## config.mk

```make
export PLATFORM = sky130hd
export DESIGN_NAME = log_header_keyword_classifier
export DESIGN_NICKNAME = d
export VERILOG_FILES = /design/src/lhkc_pkg.sv /design/src/log_header_keyword_classifier.sv
export SDC_FILE = /design/constraint.sdc
export NUM_CORES = 1
export LEC_CHECK = 0
export BUFFER_PORTS_ARGS = -buffer_cell sky130_fd_sc_hd__clkbuf_2
export CORE_ASPECT_RATIO = 1.25
export CORE_MARGIN = 2
export CORE_UTILIZATION = 30
export CTS_BUF_LIST = sky130_fd_sc_hd__clkbuf_8
export DETAILED_ROUTE_END_ITERATION = 12
export PLACE_DENSITY_LB_ADDON = 0.08
export SLEW_MARGIN = 20
export SYNTH_ARGS = -nofsm -noshare
export SYNTH_HDL_FRONTEND = slang
export SYNTH_SLANG_ARGS = --single-unit
```

## constraint.sdc

```tcl
create_clock -name i_clk -period 7.72 [get_ports i_clk]
set_input_delay 0.386 -clock i_clk [delete_from_list [all_inputs] [get_ports i_clk]]
set_output_delay 0.386 -clock i_clk [all_outputs]
set_load 0.02 [all_outputs]
```

## src/lhkc_pkg.sv

```systemverilog
package lhkc_pkg;

    localparam int KW_COUNT     = 31;
    localparam int KW_OBS_COUNT = 2;
    localparam int KW_MAX_CHARS = 14;
    localparam int KW_BITS      = 8 * KW_MAX_CHARS;
    localparam int LEN_W        = 4;

    localparam logic [LEN_W-1:0] LEN_MAX = 4'd15;

    localparam logic [1:0] CLS_UNKNOWN = 2'd0;
    localparam logic [1:0] CLS_OBS     = 2'd1;
    localparam logic [1:0] CLS_NAV     = 2'd2;

    localparam logic [7:0] CH_HASH  = 8'h23;
    localparam logic [7:0] CH_COMMA = 8'h2C;
    localparam logic [7:0] CH_SEMI  = 8'h3B;
    localparam logic [7:0] CH_CR    = 8'h0D;
    localparam logic [7:0] CH_LF    = 8'h0A;
    localparam logic [7:0] CH_SPACE = 8'h20;
    localparam logic [7:0] CH_TAB   = 8'h09;

    typedef enum logic [2:0] {
        PH_START = 3'b001,
        PH_TOKEN = 3'b010,
        PH_DONE  = 3'b100
    } t_phase;

    // Keywords are right-justified: the first character sits in the highest used byte.
    // The first KW_OBS_COUNT entries are observation logs, the rest navigation logs.
    localparam logic [KW_BITS-1:0] KW_TEXT [KW_COUNT] = '{
        "RANGEA", "OBSVMA",
        "GLOEPHEMERISA", "GALEPHEMERISA", "GPSEPHEMA", "GPSION", "GPSIONA",
        "GPSEPH", "GPSEPHA", "GLOEPH", "GLOEPHA", "GALEPH", "GALEPHA",
        "GALION", "GALIONA",
        "QZSSEPHEMERISA", "QZSSEPH", "QZSSEPHA",
        "BD2EPHEMA", "BD2IONUTCA", "BD3ION", "BD3IONA", "BDSION", "BDSIONA",
        "BD3EPH", "BD3EPHA", "BDSEPH", "BDSEPHA",
        "IONUTCA", "IRNSSEPH", "IRNSSEPHA"
    };

    localparam logic [LEN_W-1:0] KW_LEN [KW_COUNT] = '{
        4'd6, 4'd6,
        4'd13, 4'd13, 4'd9, 4'd6, 4'd7,
        4'd6, 4'd7, 4'd6, 4'd7, 4'd6, 4'd7,
        4'd6, 4'd7,
        4'd14, 4'd7, 4'd8,
        4'd9, 4'd10, 4'd6, 4'd7, 4'd6, 4'd7,
        4'd6, 4'd7, 4'd6, 4'd7,
        4'd7, 4'd8, 4'd9
    };

    // Character at position pos of keyword k, or zero beyond its end.
    function automatic logic [7:0] kw_char(input int k, input logic [LEN_W-1:0] pos);
        int base;
        base = 8 * (int'(KW_LEN[k]) - 1 - int'(pos));
        if (pos < KW_LEN[k]) begin
            return KW_TEXT[k][base +: 8];
        end
        return 8'h00;
    endfunction

endpackage

```

## src/log_header_keyword_classifier.sv

```systemverilog
// Log header keyword classifier. Feed the bytes of one receiver log sentence,
// one byte per request, and mark the final byte with i_last_byte. A '#' in the
// first position is skipped; the header token then runs up to a comma,
// semicolon, CR, LF, space, tab or the final byte, and as soon as it ends one
// result is delivered: 1 for an observation log (RANGEA, OBSVMA), 2 for one of
// the 29 navigation keywords, 0 for anything else, including an empty token.
// Bytes after the token produce nothing until the final byte, which readies the
// parser for the next sentence. Exactly one result comes out per sentence. The
// block takes one byte every cycle when not stalled: a byte is captured in the
// input register, compared against all keywords in parallel, and its result, if
// any, is written to the result register that drives o_valid. While a result
// waits on a stalled output, the byte held in the input register waits as well
// and the input side is stalled, whether or not that byte would produce a
// result. No clearing pass is needed after reset.
module log_header_keyword_classifier
    import lhkc_pkg::*;
(
    input  logic       i_clk,
    input  logic       i_rst_n,
    input  logic       i_valid,
    output logic       o_stall,
    input  logic [7:0] i_byte_value,
    input  logic       i_last_byte,
    output logic       o_valid,
    input  logic       i_stall,
    output logic [1:0] o_sentence_class
);

    // Input register.
    logic       r_in_valid;
    logic [7:0] r_in_byte;
    logic       r_in_last;

    // Parser state.
    t_phase              r_phase, n_phase;
    logic [LEN_W-1:0]    r_len, n_len;
    logic [KW_COUNT-1:0] r_alive, n_alive;

    // Result register.
    logic       r_out_valid, n_out_valid;
    logic [1:0] r_out_class, n_out_class;

    logic                advance;
    logic                fire;
    logic                active;
    logic                is_delim;
    logic                skip_hash;
    logic                take;
    logic                ended;
    logic [LEN_W-1:0]    len_taken;
    logic [KW_COUNT-1:0] alive_taken;
    logic [KW_COUNT-1:0] match;
    logic [1:0]          cls;

    // The processing stage moves whenever the result register is free or is
    // being emptied in this cycle.
    assign advance = !r_out_valid || !i_stall;
    assign fire    = r_in_valid && advance;
    assign o_stall = r_in_valid && !advance;

    always_comb begin
        is_delim  = r_in_byte inside {CH_COMMA, CH_SEMI, CH_CR, CH_LF, CH_SPACE, CH_TAB};
        active    = (r_phase == PH_START) || (r_phase == PH_TOKEN);
        skip_hash = (r_phase == PH_START) && (r_in_byte == CH_HASH);
        take      = active && !skip_hash && !is_delim;
        ended     = active && (r_in_last || (!skip_hash && is_delim));
    end

    // Every keyword checks its own character at the current position.
    always_comb begin
        for (int k = 0; k < KW_COUNT; k++) begin
            alive_taken[k] = r_alive[k] && (r_len < KW_LEN[k]) &&
                             (kw_char(k, r_len) == r_in_byte);
        end
        len_taken = (r_len < LEN_MAX) ? r_len + 4'd1 : r_len;
    end

    // A keyword matches when it is still alive and the token is exactly its length.
    always_comb begin
        for (int k = 0; k < KW_COUNT; k++) begin
            match[k] = n_alive[k] && (n_len == KW_LEN[k]);
        end
        if (|match[KW_OBS_COUNT-1:0]) begin
            cls = CLS_OBS;
        end else if (|match[KW_COUNT-1:KW_OBS_COUNT]) begin
            cls = CLS_NAV;
        end else begin
            cls = CLS_UNKNOWN;
        end
    end

    always_comb begin
        n_len   = take ? len_taken : r_len;
        n_alive = take ? alive_taken : r_alive;
        n_phase = r_phase;
        if (ended) begin
            n_phase = PH_DONE;
        end else if (active) begin
            n_phase = PH_TOKEN;
        end

        n_out_valid = r_out_valid && i_stall;
        n_out_class = r_out_class;
        if (fire && ended) begin
            n_out_valid = 1'b1;
            n_out_class = cls;
        end
    end

    always_ff @(posedge i_clk) begin
        if (!i_rst_n) begin
            r_in_valid  <= 1'b0;
            r_out_valid <= 1'b0;
            r_phase     <= PH_START;
            r_len       <= '0;
            r_alive     <= '1;
        end else begin
            if (!o_stall) begin
                r_in_valid <= i_valid;
            end
            r_out_valid <= n_out_valid;
            if (fire) begin
                if (r_in_last) begin
                    // The final byte always readies the parser for a new sentence.
                    r_phase <= PH_START;
                    r_len   <= '0;
                    r_alive <= '1;
                end else begin
                    r_phase <= n_phase;
                    r_len   <= n_len;
                    r_alive <= n_alive;
                end
            end
        end
    end

    always_ff @(posedge i_clk) begin
        if (i_valid && !o_stall) begin
            r_in_byte <= i_byte_value;
            r_in_last <= i_last_byte;
        end
        r_out_class <= n_out_class;
    end

    assign o_valid          = r_out_valid;
    assign o_sentence_class = r_out_class;

    // An empty token has eliminated no keyword.
    a_empty_all_alive: assert property (@(posedge i_clk) disable iff (!i_rst_n)
        (r_len == '0) |-> (r_alive == '1))
        else $error("keyword eliminated before any token byte");

    // At sentence start no token byte has been counted.
    a_start_len_zero: assert property (@(posedge i_clk) disable iff (!i_rst_n)
        (r_phase == PH_START) |-> (r_len == '0))
        else $error("token length non-zero at sentence start");

    // The final byte always returns the parser to sentence start.
    a_last_restarts: assert property (@(posedge i_clk) disable iff (!i_rst_n)
        (fire && r_in_last) |=> (r_phase == PH_START))
        else $error("final byte did not restart the parser");

    // A result is never a code outside the three classes.
    a_class_legal: assert property (@(posedge i_clk) disable iff (!i_rst_n)
        r_out_valid |-> (r_out_class != 2'd3))
        else $error("illegal class code delivered");

    // A result is only produced while parsing, never after the token has ended.
    a_no_result_when_done: assert property (@(posedge i_clk) disable iff (!i_rst_n)
        (fire && (r_phase == PH_DONE)) |=> (r_out_valid == $past(r_out_valid && i_stall)))
        else $error("result produced after the token had ended");

endmodule
```

[Word level (Yosys, flattened, before mapping)]
Cells that the tools add are included.
Word-level totals
  input bits: 13
  output and inout port bits: 4
  word-level logic and storage cells: 298
  bits in registers: 51
Cells by class
  multiplexer cells: 79
  magnitude comparators: 8
  reduce and logical (&&, ||, !) cells: 117
  shift operators: 31
  add/sub/neg operators: 8
  equality and inequality tests: 47
Operators with widths (count)
  $shiftx A112 B8 Y8 const A: 31
  $mux W8: 62
  $eq A8 B8 Y1: 31
  $logic_and A1 B1 Y1: 103
  $mux W31: 2
  $eq A8 B6 Y1 const B: 4
  $reduce_or A29 Y1: 1
  $eq A8 B4 Y1 const B: 3
  $lt A4 B4 Y1 const B: 6
  $eq A4 B4 Y1 const B: 5
  $sub A4 B4 Y5 const A: 4
  $sub A3 B4 Y5 const A: 3
  $mux W4: 3
  $mux W3: 3
  $eq A4 B3 Y1 const B: 2
  $lt A4 B3 Y1 const B: 2
  $mux W1: 8
  $logic_not A1 Y1: 6
  $reduce_bool A6 Y1: 1
  $add A4 B1 Y4 const B: 1
  $eq A3 B1 Y1 const B: 1
  $eq A3 B2 Y1 const B: 1
  $logic_or A1 B1 Y1: 3
  $reduce_bool A3 Y1: 1
  other kinds (3): 3

[Logic depth before layout (Yosys ltp)]
Gate-level depths: netlist of the first run.
  depth after elaboration: 10
  mapped depth: 17
  mapped depth without buffers: 12

[Worst setup path after synthesis of the first run]
No wires, ideal clock.
  kind: reg-to-reg
  start point: register r_len[2]
  end point: register r_out_class[1], in the netlist o_sentence_class[1], data pin
  cell stages (with the launch flop): 15
  path buffers: 2
  required time: 7.566 ns
  arrival: 3.322 ns
  library setup time: 0.154 ns
  clock period less this slack: 3.476 ns
  setup slack: 4.244 ns
  path through: dfxtp_1 ha_1 buf_2 inv_1 ha_1 clkbuf_1 a211o_1 a21oi_4 o21ai_2 xnor2_1 nand2_1 or4_1 o211ai_1 o41ai_2 a41oi_2
On the way
  word-level cells in the longest chain between the ends: 10
  elaborated cells on any way between the ends: 253
  classes of those cells: 8 x add/sub; 8 x order compare; 38 x eq/ne; 31 x shift; 73 x mux; 95 x reduce/logical
RTL lines
  start: declaration: line log_header_keyword_classifier.sv:36  | logic [LEN_W-1:0] r_len, n_len;
  start signal: assignment: line log_header_keyword_classifier.sv:130  | r_len <= n_len;
  $sub A4 B4 Y5 / $sub A3 B4 Y5 (equally long branches): line lhkc_pkg.sv:56  | base = 8 * (int'(KW_LEN[k]) - 1 - int'(pos));
  $shiftx A112 B8 Y8: line lhkc_pkg.sv:58  | return KW_TEXT[k][base +: 8];
  $mux W8: line lhkc_pkg.sv:57  | if (pos < KW_LEN[k]) begin
  $mux W8: line lhkc_pkg.sv:60  | return 8'h00;
  $eq A8 B8 Y1: line log_header_keyword_classifier.sv:73  | (kw_char(k, r_len) == r_in_byte);
  $logic_and A1 B1 Y1: line log_header_keyword_classifier.sv:72  | alive_taken[k] = r_alive[k] && (r_len < KW_LEN[k]) &&
  $mux W31: line log_header_keyword_classifier.sv:94  | n_alive = take ? alive_taken : r_alive;
  $logic_and A1 B1 Y1: line log_header_keyword_classifier.sv:81  | match[k] = n_alive[k] && (n_len == KW_LEN[k]);
  $reduce_or A29 Y1: line log_header_keyword_classifier.sv:85  | end else if (|match[KW_COUNT-1:KW_OBS_COUNT]) begin
  $mux W2: line log_header_keyword_classifier.sv:85
  end signal: assignment: line log_header_keyword_classifier.sv:142  | r_out_class <= n_out_class;
  end: declaration: line log_header_keyword_classifier.sv:41  | logic [1:0] r_out_class, n_out_class;
Parallel ways exist; a longest one is shown, timed or not. The select of a mux whose other input is x is not followed.
A chain may end at the register's enable or synchronous reset.

[Worst setup path after layout of the first run]
Ends and elaborated chain as after synthesis.

==> results of run 1 <==
[final timing paths]
| kind | cells past startpoint | end | from | slack (ps) |
|---|---|---|---|---|
| worst min register to register | 2 | r_alive[6] | r_alive[6] | 470 |
| worst max-delay path | 11 | o_sentence_class[1] | r_len[2] | 2640 |
| worst min-delay path | 1 | r_in_last | i_last_byte | 220 |
| worst max register to register | 11 | o_sentence_class[1] | r_len[2] | 2640 |
[power by group through the flow]
| stage | Combinational, mW | Clock [mW] | Sequential, mW |
|---|---|---|---|
| floorplan | 0.224 | 0 | 0.305 |
| global placement | 0.299 | 0 | 0.319 |
| detailed placement | 0.295 | 0 | 0.319 |
| CTS | 0.296 | 0.215 | 0.313 |
| global route | 0.326 | 0.223 | 0.316 |
| finish | 0.298 | 0.206 | 0.314 |
[through the flow]
stage	total power, mW	utilization, %
final	0.818	31.7
after global routing	0.864	31.7
after CTS	0.824	31.7
after detailed placement	0.614	31.2
after global placement	0.618	31.2
after floorplan	0.529	-
[sequential cells by signal, indices dropped and copies added (netlist names)]
register and flops:
r_in_last 1, r_phase 3, r_alive 31, r_in_byte 8
o_sentence_class 2, r_len 4, r_in_valid 1, o_valid 1
[cell type report]
cell class | instances | area [um2] | area share [%]
Clock buffer | 5 | 68.8 | 0.908
Clock inverter | 3 | 45.0 | 0.594
Inverter | 19 | 71.3 | 0.941
Multi-Input combinational cell | 847 | 5610 | 74.0
Sequential cell | 51 | 1140 | 15.0
Tap cell | 325 | 407 | 5.37
Timing Repair Buffer | 37 | 238 | 3.14
[layout by cell type, fill, tap and decap left out, types with 11 or more instances in the layout]
| cell type | n |
|---|---|
| nor2b_1 | 29 |
| clkbuf_2 | 16 |
| dfxtp_1 | 36 |
| buf_4 | 21 |
| nor4_1 | 16 |
| or3_1 | 12 |
| nor2_1 | 65 |
| nand2_1 | 68 |
| edfxtp_1 | 11 |
| a21oi_1 | 79 |
| nand2b_1 | 27 |
| xnor2_1 | 72 |
| a211o_1 | 13 |
| nor3_1 | 38 |
| ha_1 | 12 |
| nand3_1 | 35 |
| o21ai_0 | 76 |
| nor3b_1 | 11 |
| inv_1 | 17 |
| nand4_1 | 17 |
| xor2_1 | 27 |
| a31oi_1 | 21 |
[layer usage]
metal  wire length [um]  up-vias  share of wire [%]
met5                  0        -                  0
met4               1270        0                4.2
met3               1060       70                3.5
met2              14700      230                 49
met1              13100     3725                 43
li1                   -     3663                  -
[logic make-up after synthesis]
family | synth area share [%]
simple gates | 30.0
compound gates | 30.4
buf+inv | 7.98
xor+xnor | 12.3
flops | 15.4
mux | 1.88
fa+ha+maj | 2.05
==> insert_results.sql, run 1 <==
INSERT INTO impl_metrics (metric_group, metric, value, unit) VALUES
('power', 'internal-power', '0.498', 'mW'),
('grt', 'pin_count_of_the_biggest_net_entering_global_routing', '66', ''),
('power', 'comb_power_share', '36.5', '%'),
('timing', 'fin_hold_ws', '221', 'ps'),
('grt', 'number_of_global_route_vias_before_repair', '7610', ''),
('placement', 'place.port_buffers', '16', ''),
('timing', 'rsz0062_at_grt', 'no', ''),
('grt', 'grt_overflow_total', '0', ''),
('floorplan', 'core', '23900', 'um2'),
('floorplan', 'die_area', '25700', 'um2'),
('timing', 'final_max_slew_viol_count', '0', ''),
('timing', 'timing.final.hold_violations', '0', ''),
('placement', 'dpl.cell_count', '1279', ''),
('setup_path', 'critPathMaxFanout', '37', ''),
('power', 'power.leakage', '2.60', 'nW'),
('cts', 'holdBufCountCts', '0', ''),
('setup_path', 'ordered_list_of_cells_on_the_worst_path', 'buf_4, inv_1, ha_1, nor2b_1, nand2_1, nor4b_2, xor2_1, or4_1, o211ai_1, o41ai_2, a41oi_2', ''),
('synthesis', 'yosys_most_used_dff', 'dfxtp_1', ''),
('status', 'result_of_the_run', 'finished clean', ''),
('floorplan', 'num_io_pins', '17', ''),
('floorplan', 'die_height', '179', 'um'),
('drt', 'dr.pass1.iters', '5', ''),
('hold_path', 'timing.hold.worst.class', 'primary input to flop', ''),
('setup_path', 'critical_path_required', '7910', 'ps'),
('grt', 'grt_use_met1', '30.2', '%'),
('cts', 'cts_max_level', '2', ''),
('grt', 'grt_antenna_before_repair', '0', ''),
('cts', 'ctsResizeCount', '0', ''),
('setup_path', 'crit_type', 'flop to flop', ''),
('setup_path', 'cpMaxStageDelayCell', 'ha_1', ''),
('power', 'switching_share', '39.1', '%'),
('finish', 'design.final.nets', '986', ''),
('timing', 'setup_total_negative_slack', '0', 'ps'),
('timing', 'clock-skew-final', '14.0', 'ps'),
('cts', 'cts_tree', 'done', ''),
('grt', 'gr_usage_total', '23.8', '%'),
('power', 'max-vdd-ir-drop', '0.0733', 'mV'),
('synthesis', 'syn-instance-count', '1014', ''),
('placement', 'dp_wirelength', '21000', 'um'),
('finish', 'stdcell_area', '7580', 'um2'),
('synthesis', 'synth.distinct_cells', '100', ''),
('synthesis', 'postSynth.asyncResetShare', '0', '%'),
('run', 'timing.max_cap.violations', '0', ''),
('setup_path', 'critical_path_buf_inv_count', '2', ''),
('synthesis', 'synth_most_common_cell', 'a21oi_1', ''),
('timing', 'fin_crit_sh', '65.8', '%'),
('synthesis', 'synth_top_cell_area_share', '10.9', '%'),
('finish', 'fin_cells', '1287', ''),
('timing', 'fmaxAchievable', '0.197', 'GHz'),
('floorplan', 'floorplan.rows', '63', ''),
('cts', 'clk_pin_slew_worst_paths', '110', 'ps'),
('synthesis', 'yosys.area.top_type', 'dfxtp_1', ''),
('synthesis', 'synthesis.area_per_instance', '7.22', 'um2'),
('setup_path', 'critPathLaunchType', 'flop', ''),
('timing', 'max_slew_margin', '24.4', '%'),
('cts', 'post-cts-setup-buffers', '0', ''),
('timing', 'finalWorstSetupSlack', '2640', 'ps'),
('synthesis', 'synth.top_cells.by_area', 'dfxtp_1 11%, xnor2_1 8.6%, a21oi_1 5.4%', ''),
('finish', 'syn2layout_area_growth', '3.45', '%'),
('finish', 'final_layout_size_suffix_gt1_share', '10.1', '%'),
('power', 'power.sequential.fraction', '38.3', '%'),
('synthesis', 'syn_area', '7320', 'um2'),
('cts', 'ctsLongestPathBuffers', '2', ''),
('placement', 'detailedPlace.worstSlack', '2770', 'ps'),
('cts', 'cts_root_buffer', 'clkbuf_8', ''),
('drt', 'viasPerCell', '5.97', ''),
('synthesis', 'ys_warn_count', '0', ''),
('timing', 'worst_margin_pin_slew', '1130', 'ps'),
('cts', 'clk-insertion-delay-late', '340', 'ps'),
('drt', 'routed_wire_length', '30200', 'um'),
('power', 'power_density', '108', 'nW/um2');
(Power assumes the default switching activity.)
==> inputs of run 2 (changes only) <==
--- a/config.mk
+++ b/config.mk
@@ -5,6 +5,7 @@
 export SDC_FILE = /design/constraint.sdc
 export NUM_CORES = 1
 export LEC_CHECK = 0
+export ABC_AREA = 1
 export BUFFER_PORTS_ARGS = -buffer_cell sky130_fd_sc_hd__clkbuf_2
 export CORE_ASPECT_RATIO = 1.25
 export CORE_MARGIN = 2
==> constraint.sdc (replaced) <==
create_clock -name i_clk -period 5.22 [get_ports i_clk]
set_input_delay 0.261 -clock i_clk [delete_from_list [all_inputs] [get_ports i_clk]]
set_output_delay 0.261 -clock i_clk [all_outputs]
set_load 0.02 [all_outputs]
==> run 2 against run 1 <==
  * Sequential share of layout area grew 0.84 points
  * Worst hold slack lost 120 ps
  * Largest power group is now combinational cells
  * Critical path depth grew 10
  * Combinational power grew 82%
  * Clock power grew 31%
  * Utilization grew 0.37 points
  * Synthesized cell count grew 28%
  * Worst setup slack lost 1400 ps
  * First-iteration DRC count shrank 9.8%
  * Global-route usage grew 0.052 points
==> insert_results.sql, run 2 <==
INSERT INTO impl_metrics (metric_group, metric, value, unit) VALUES
('setup_path', 'rrSetupSlack', '1240', 'ps'),
('timing', 'fin_crit', '3980', 'ps'),
('setup_path', 'launch_point_of_the_critical_path', 'r_len[2]', ''),
('finish', 'design.final.nets', '1298', ''),
('synthesis', 'syn-instance-count', '1297', ''),
('cts', 'cts_tree', 'done', ''),
('drt', 'route.detailed.wl_per_inst', '18.5', 'um'),
('timing', 'final_max_slew_viol_count', '0', ''),
('drt', 'detailroute.via_count', '8228', ''),
('grt', 'grt_antenna_before_repair', '0', ''),
('power', 'power.leakage', '3.71', 'nW'),
('finish', 'reg.largest.list', 'r_alive x31, r_in_byte x8, r_len x4', ''),
('grt', 'global_route_wire_length_before_repair', '44600', 'um'),
('finish', 'mostFrequentLayoutCells', '505 x nand2_1, 201 x nand3_1, 150 x nor2_1', ''),
('synthesis', 'synth.top_cells.by_area', 'nand2_1 28%, nand3_1 15%, dfxtp_1 12%', ''),
('grt', 'gr_usage_total', '23.8', '%'),
('cts', 'cts-buffers-inserted', '5', ''),
('setup_path', 'worst_setup_path_endpoint', 'o_sentence_class[1]', ''),
('floorplan', 'dieWidth', '138', 'um'),
('synthesis', 'synth.ff_latch_count', '51', ''),
('synthesis', 'ys_seq_area_share', '16.7', '%'),
('floorplan', 'start_util', '30.4', '%'),
('power', 'switching_share', '45.4', '%'),
('drt', 'drt_first_iter_violations', '710', ''),
('timing', 'rsz0062_at_grt', 'no', ''),
('cts', 'holdBufCountCts', '0', ''),
('power', 'max-vdd-ir-drop', '0.136', 'mV'),
('floorplan', 'die_area', '23700', 'um2'),
('power', 'comb_power_share', '42.7', '%'),
('timing', 'timing.final.hold_violations', '0', ''),
('synthesis', 'number_of_enable_flip_flop_cells_after_synthesis', '11', ''),
('cts', 'cts_max_level', '2', ''),
('power', 'net_switching_power_of_the_design', '0.576', 'mW'),
('finish', 'final_layout_size_suffix_gt1_share', '5.81', '%'),
('cts', 'ctsLongestPathBuffers', '2', ''),
('cts', 'post-cts-setup-buffers', '0', ''),
('power', 'power.share.clock', '21.2', '%'),
('synthesis', 'yosys_most_used_dff', 'dfxtp_1', ''),
('grt', 'grt_overflow_total', '0', ''),
('floorplan', 'num_io_pins', '17', ''),
('drt', 'antenna_left', '0', ''),
('synthesis', 'synthesis.area_per_instance', '5.21', 'um2'),
('drt', 'dr.pass1.iters', '5', ''),
('synthesis', 'yosys.area.top_type', 'nand2_1', ''),
('floorplan', 'core', '22200', 'um2'),
('cts', 'ctsResizeCount', '0', ''),
('power', 'fin_total_pwr', '1.27', 'mW'),
('power', 'internal-power', '0.692', 'mW'),
('cts', 'cts_sinks', '51', ''),
('timing', 'finalSetupViolCount', '0', ''),
('timing', 'worst_margin_pin_slew', '793', 'ps'),
('synthesis', 'syn_area', '6760', 'um2'),
('run', 'timing.max_cap.violations', '0', ''),
('floorplan', 'floorplan.rows', '61', ''),
('hold_path', 'timing.hold.worst.class', 'primary input to flop', ''),
('grt', 'number_of_global_route_vias_before_repair', '7612', ''),
('power', 'power.sequential.fraction', '36.1', '%'),
('cts', 'cts_root_buffer', 'clkbuf_8', ''),
('synthesis', 'synth.distinct_cells', '39', ''),
('finish', 'mostFrequentLayoutCell', 'nand2_1', ''),
('cts', 'clk-insertion-delay-late', '330', 'ps'),
('synthesis', 'synth_top_cell_area_share', '28.1', '%'),
('placement', 'globalplace.congestion', '0.887', ''),
('timing', 'setup_total_negative_slack', '0', 'ps'),
('cts', 'clk_pin_slew_worst_paths', '120', 'ps'),
('grt', 'pin_count_of_the_biggest_net_entering_global_routing', '39', ''),
('power', 'power_density', '178', 'nW/um2'),
('synthesis', 'synth_fp_nets', '1322', ''),
('synthesis', 'postSynth.asyncResetShare', '0', '%'),
('drt', 'viasPerCell', '5.28', ''),
('synthesis', 'synth_most_common_cell', 'nand2_1', ''),
('placement', 'place.port_buffers', '16', ''),
('finish', 'largest_register_ff_count', '31', ''),
('drt', 'routed_wire_length', '28700', 'um'),
('timing', 'max_slew_margin', '47.1', '%'),
('setup_path', 'ff_to_ff_path_depth', '21', ''),
('setup_path', 'r2r_start', 'r_len[2]', ''),
('setup_path', 'critPathMaxFanout', '21', ''),
('finish', 'n_antenna_cell', '0', ''),
('setup_path', 'crit_type', 'flop to flop', ''),
('placement', 'dp_wirelength', '21300', 'um'),
('timing', 'fin_crit_sh', '76.2', '%'),
('timing', 'fmaxAchievable', '0.251', 'GHz'),
('synthesis', 'synth_commonest_cells', '506 x nand2_1, 201 x nand3_1, 150 x nor2_1, 81 x inv_1, 60 x a21oi_1', ''),
('floorplan', 'die_height', '172', 'um'),
('finish', 'syn2layout_area_growth', '5.50', '%'),
('setup_path', 'critical_path_required', '5400', 'ps'),
('status', 'result_of_the_run', 'finished clean', ''),
('setup_path', 'worst-endpoint-arrival', '4160', 'ps'),
('timing', 'clock-skew-final', '16.9', 'ps'),
('setup_path', 'element_type_at_the_critical_path_end', 'flop', ''),
('setup_path', 'critPathLaunchType', 'flop', ''),
('setup_path', 'reg2reg_to', 'o_sentence_class[1]', ''),
('drt', 'drc', '0', ''),
('synthesis', 'ys_warn_count', '0', ''),
('finish', 'top_register', 'r_alive', '');
==> run 2: cell types whose count changed after synthesis, moves of 21 or more <==
cell / delta
nor2_1: +85
o21ai_0: -28
nand2_1: +438
a31oi_1: -21
xnor2_1: -72
nor3_1: -31
nor2b_1: -29
nand3_1: +166
nand2b_1: -27
inv_1: +64
==> run 2: per-layer routing <==
metal	vias to the layer above	track usage, %	wire length, um
li1	4152	-	-
met1	3779	31.7	13200
met2	246	42.4	13800
met3	51	1.39	1220
met4	0	5.63	535
met5	-	0	0
==> run 2: worst min path at each step <==
stage | from | end | slack [ps] | depth (start not counted)
4_1_cts | i_last_byte | r_in_last | 90 | 1
2_1_floorplan | i_byte_value[0] | r_in_byte[0] | 360 | 0
3_3_place_gp | r_alive[17] | r_alive[17] | 440 | 1
6_report | i_last_byte | r_in_last | 100 | 1
5_1_grt | i_last_byte | r_in_last | 80 | 1
3_5_place_dp | i_last_byte | r_in_last | 440 | 1
==> run 2: critical path: stages, from the launching register on <==
cell and delay [ps]:
dfxtp_1 330, buf_4 260, ha_1 350, inv_1 100, ha_1 410, inv_1 340, nand2_1 280, nand2_1 290
inv_2 70, nor2_4 160, nand2_1 140, nand2_1 80, nand2_1 70, nor2_1 90, nand2_1 70, o21ai_0 250
nand3_1 180, nand2_1 90, nor2_1 40, nand2_1 50, nor2_1 40, a21oi_1 140
==> run 2: logic make-up after synthesis <==
| kind of cell | Yosys count | synth area share [%] |
|---|---|---|
| buffers and inverters | 157 | 9.54 |
| adder cells (fa/ha/maj) | 12 | 2.22 |
| AO/OA/AOI/OAI | 138 | 11.3 |
| AND/OR/NAND/NOR | 916 | 57.2 |
| flip-flops | 51 | 16.7 |
| XOR/XNOR | 23 | 2.98 |
==> run 2: power by group through the flow <==
stage               clock network [mW]  registers, mW  logic (mW)
finish                           0.269          0.457       0.542
global route                     0.293          0.461       0.612
CTS                              0.278          0.457       0.539
detailed placement                   0          0.466       0.537
global placement                     0          0.465       0.539
floorplan                            0          0.452       0.400
==> run 2: layout make-up <==
class | count | area, um2
inverters | 93 | 349
fillers | 2560 | 15100
clock buffers | 5 | 68.8
repair buffers | 33 | 208
clock inverters | 3 | 33.8
well taps | 283 | 354
flip-flops and latches | 51 | 1130
multi-input cells | 1089 | 4980
==> run 2: through the flow <==
stage / cells / utilization (%) / setup slack (ps) / hold slack (ps) / cell area [um2]
2_1_floorplan: 1297 / - / 2290 / 360 / 6760
3_3_place_gp: 1549 / 31.6 / 1380 / 437 / 7020
3_5_place_dp: 1549 / 31.6 / 1310 / 440 / 7030
4_1_cts: 1557 / 32.1 / 1260 / 85.8 / 7130
5_1_grt: 1557 / 32.1 / 846 / 78.7 / 7130
6_report: 1557 / 32.1 / 1240 / 97.0 / 7130
==> inputs of run 3 (changes only) <==
--- a/config.mk
+++ b/config.mk
@@ -5,7 +5,7 @@
 export SDC_FILE = /design/constraint.sdc
 export NUM_CORES = 1
 export LEC_CHECK = 0
-export ABC_AREA = 1
+export ABC_AREA = 0
 export BUFFER_PORTS_ARGS = -buffer_cell sky130_fd_sc_hd__clkbuf_2
 export CORE_ASPECT_RATIO = 1.25
 export CORE_MARGIN = 2
==> constraint.sdc (replaced) <==
create_clock -name i_clk -period 4 [get_ports i_clk]
set_input_delay 0.2 -clock i_clk [delete_from_list [all_inputs] [get_ports i_clk]]
set_output_delay 0.2 -clock i_clk [all_outputs]
set_load 0.02 [all_outputs]
==> run 3 against run 2 <==
  * Final area increased by 11%
  * Combinational power rose by 14%
  * Power grew 21%
  * Sequential cell count unchanged
  * Critical endpoint unchanged
  * Utilization increased by 1.1 points
  * Largest cell class unchanged
  * First-iteration DRC count is 10% higher
  * Clock skew is 1.9 ps higher
==> insert_results.sql, run 3 (synthesis gave the netlist of run 1 again) <==
INSERT INTO impl_metrics (metric_group, metric, value, unit) VALUES
('setup_path', 'critical-path-max-stage-delay', '620', 'ps'),
('run', 'timing.max_cap.violations', '0', ''),
('finish', 'design.final.nets', '1028', ''),
('cts', 'holdBufCountCts', '0', ''),
('cts', 'cts_root_buffer', 'clkbuf_8', ''),
('timing', 'final_max_slew_viol_count', '0', ''),
('setup_path', 'critical_path_required', '4080', 'ps'),
('grt', 'grt_overflow_total', '0', ''),
('finish', 'largest_register_ff_count', '31', ''),
('cts', 'post-cts-setup-buffers', '0', ''),
('timing', 'fin_crit_sh', '95.1', '%'),
('grt', 'global_route_wire_length_before_repair', '47300', 'um'),
('placement', 'dpl.cell_count', '1321', ''),
('timing', 'fmaxAchievable', '0.263', 'GHz'),
('power', 'power.leakage', '2.81', 'nW'),
('setup_path', 'path_common_cell', 'a21oi_1', ''),
('placement', 'dp_wirelength', '22700', 'um'),
('finish', 'mostFrequentLayoutCell', 'a21oi_1', ''),
('floorplan', 'core', '23900', 'um2'),
('floorplan', 'die_height', '179', 'um'),
('cts', 'clk-insertion-delay-late', '340', 'ps'),
('finish', 'mostFrequentLayoutCells', '79 x a21oi_1, 76 x o21ai_0, 72 x xnor2_1', ''),
('drt', 'detailroute.via_count', '7915', ''),
('setup_path', 'critical_path_buf_inv_count', '3', ''),
('floorplan', 'dieWidth', '144', 'um'),
('finish', 'postLayoutCoreUtil', '33.2', '%'),
('finish', 'top_register', 'r_alive', ''),
('timing', 'max_slew_margin', '23.3', '%'),
('setup_path', 'critPathMaxFanout', '15', ''),
('grt', 'gr_usage_total', '24.4', '%'),
('setup_path', 'cpMaxStageDelayCell', 'ha_1', ''),
('finish', 'fin_cells', '1329', ''),
('floorplan', 'num_io_pins', '17', ''),
('drt', 'drt_first_iter_violations', '784', ''),
('drt', 'routed_wire_length', '31100', 'um'),
('setup_path', 'critical_path.top_delay_family', 'simple AND/OR/NAND/NOR gates', ''),
('drt', 'viasPerCell', '5.96', ''),
('floorplan', 'floorplan.rows', '63', ''),
('cts', 'cts-buffers-inserted', '5', ''),
('cts', 'cts_sinks', '51', ''),
('grt', 'number_of_global_route_vias_before_repair', '7706', ''),
('timing', 'finalSetupViolCount', '0', ''),
('setup_path', 'crit_type', 'flop to flop', ''),
('timing', 'clock-skew-final', '18.8', 'ps'),
('finish', 'final_layout_size_suffix_gt1_share', '14.0', '%'),
('timing', 'fin_crit', '3810', 'ps'),
('timing', 'worst_margin_pin_slew', '1140', 'ps'),
('grt', 'grt_antenna_before_repair', '1', ''),
('cts', 'cts_tree', 'done', ''),
('setup_path', 'element_type_at_the_critical_path_end', 'flop', ''),
('drt', 'antenna_left', '0', ''),
('finish', 'syn2layout_area_growth', '8.10', '%'),
('hold_path', 'timing.hold.worst.class', 'primary input to flop', ''),
('power', 'power_density', '194', 'nW/um2'),
('setup_path', 'ordered_list_of_cells_on_the_worst_path', 'inv_1, ha_1, buf_12, clkinv_1, or4_1, a21oi_1, a21oi_1, xnor2_1, nand4_1, nand4b_1, a21oi_1, a41oi_2', ''),
('status', 'result_of_the_run', 'finished clean', ''),
('timing', 'rsz0062_at_grt', 'no', ''),
('finish', 'reg.largest.list', 'r_alive x31, r_in_byte x8, r_len x4', ''),
('power', 'fin_total_pwr', '1.54', 'mW'),
('floorplan', 'start_util', '30.7', '%'),
('floorplan', 'die_area', '25700', 'um2'),
('drt', 'drc', '0', ''),
('timing', 'setup_total_negative_slack', '0', 'ps'),
('drt', 'route.detailed.wl_per_inst', '23.4', 'um'),
('finish', 'seq_area', '1140', 'um2'),
('cts', 'ctsResizeCount', '0', ''),
('setup_path', 'worst-endpoint-arrival', '3880', 'ps'),
('finish', 'n_antenna_cell', '0', ''),
('finish', 'fillers', '2608', ''),
('cts', 'cts_max_level', '2', ''),
('power', 'max-vdd-ir-drop', '0.132', 'mV'),
('cts', 'ctsLongestPathBuffers', '2', ''),
('drt', 'dr.pass1.iters', '5', ''),
('placement', 'place.port_buffers', '16', ''),
('grt', 'pin_count_of_the_biggest_net_entering_global_routing', '65', ''),
('placement', 'globalplace.congestion', '0.910', ''),
('cts', 'clk_pin_slew_worst_paths', '110', 'ps'),
('setup_path', 'critPathLaunchType', 'flop', ''),
('finish', 'area_of_the_multi_input_gates', '5620', 'um2'),
('timing', 'timing.final.hold_violations', '0', '');
[run 3: changes by cell type in the layout (fill, tap and decap cells not counted), sizes merged, moves of 18 or more]
cell,before,now
nand2,510,69
nand3,203,35
nor2,161,68
inv,93,19
xnor2,0,73
buf,17,63
nor3,7,38
nor2b,0,29
o21ai,54,83
nand2b,0,28
a31oi,0,22
a21oi,65,84
nor4,0,18
[run 3: metal layers]
metal | vias up | routed length [um] | GRT usage, %
met2 | 281 | 15400 | 42.6
met5 | - | 13 | 0
met1 | 3790 | 12700 | 29.8
met4 | 2 | 1500 | 11.2
li1 | 3752 | - | -
met3 | 90 | 1430 | 2.96
[run 3: cell type report]
cell class,count,area share (%)
timing repair buffer,79,7.46
clock buffer,5,0.869
sequential,51,14.4
multi-input combinational,847,71.0
inverter,19,0.901
clock inverter,3,0.284
tap,325,5.14
[run 3: worst paths after layout]
kind              startpoint             endpoint  slack [ps]  cells past startpoint
max                 r_len[1]  o_sentence_class[1]         190                     12
min          i_byte_value[0]         r_in_byte[0]          40                      1
max reg2reg         r_len[1]  o_sentence_class[1]         190                     12
min reg2reg      r_alive[16]          r_alive[16]         470                      1
[run 3: per-stage QoR]
| stage | instance area (um2) | hold WS (ps) | worst slack, ps |
|---|---|---|---|
| global placement | 7820 | 376 | 147 |
| detailed placement | 7820 | 379 | 178 |
| floorplan | 7320 | 299 | 524 |
| finish | 7920 | 40.6 | 195 |
| global route | 7920 | 28.6 | 38.6 |
| CTS | 7910 | 27.7 | 163 |
[run 3: power breakdown]
group / internal, mW / switching, mW / leakage, nW
Combinational: 0.235 / 0.384 / 2.33
Clock: 0.126 / 0.205 / 0.0451
Sequential: 0.559 / 0.0280 / 0.436
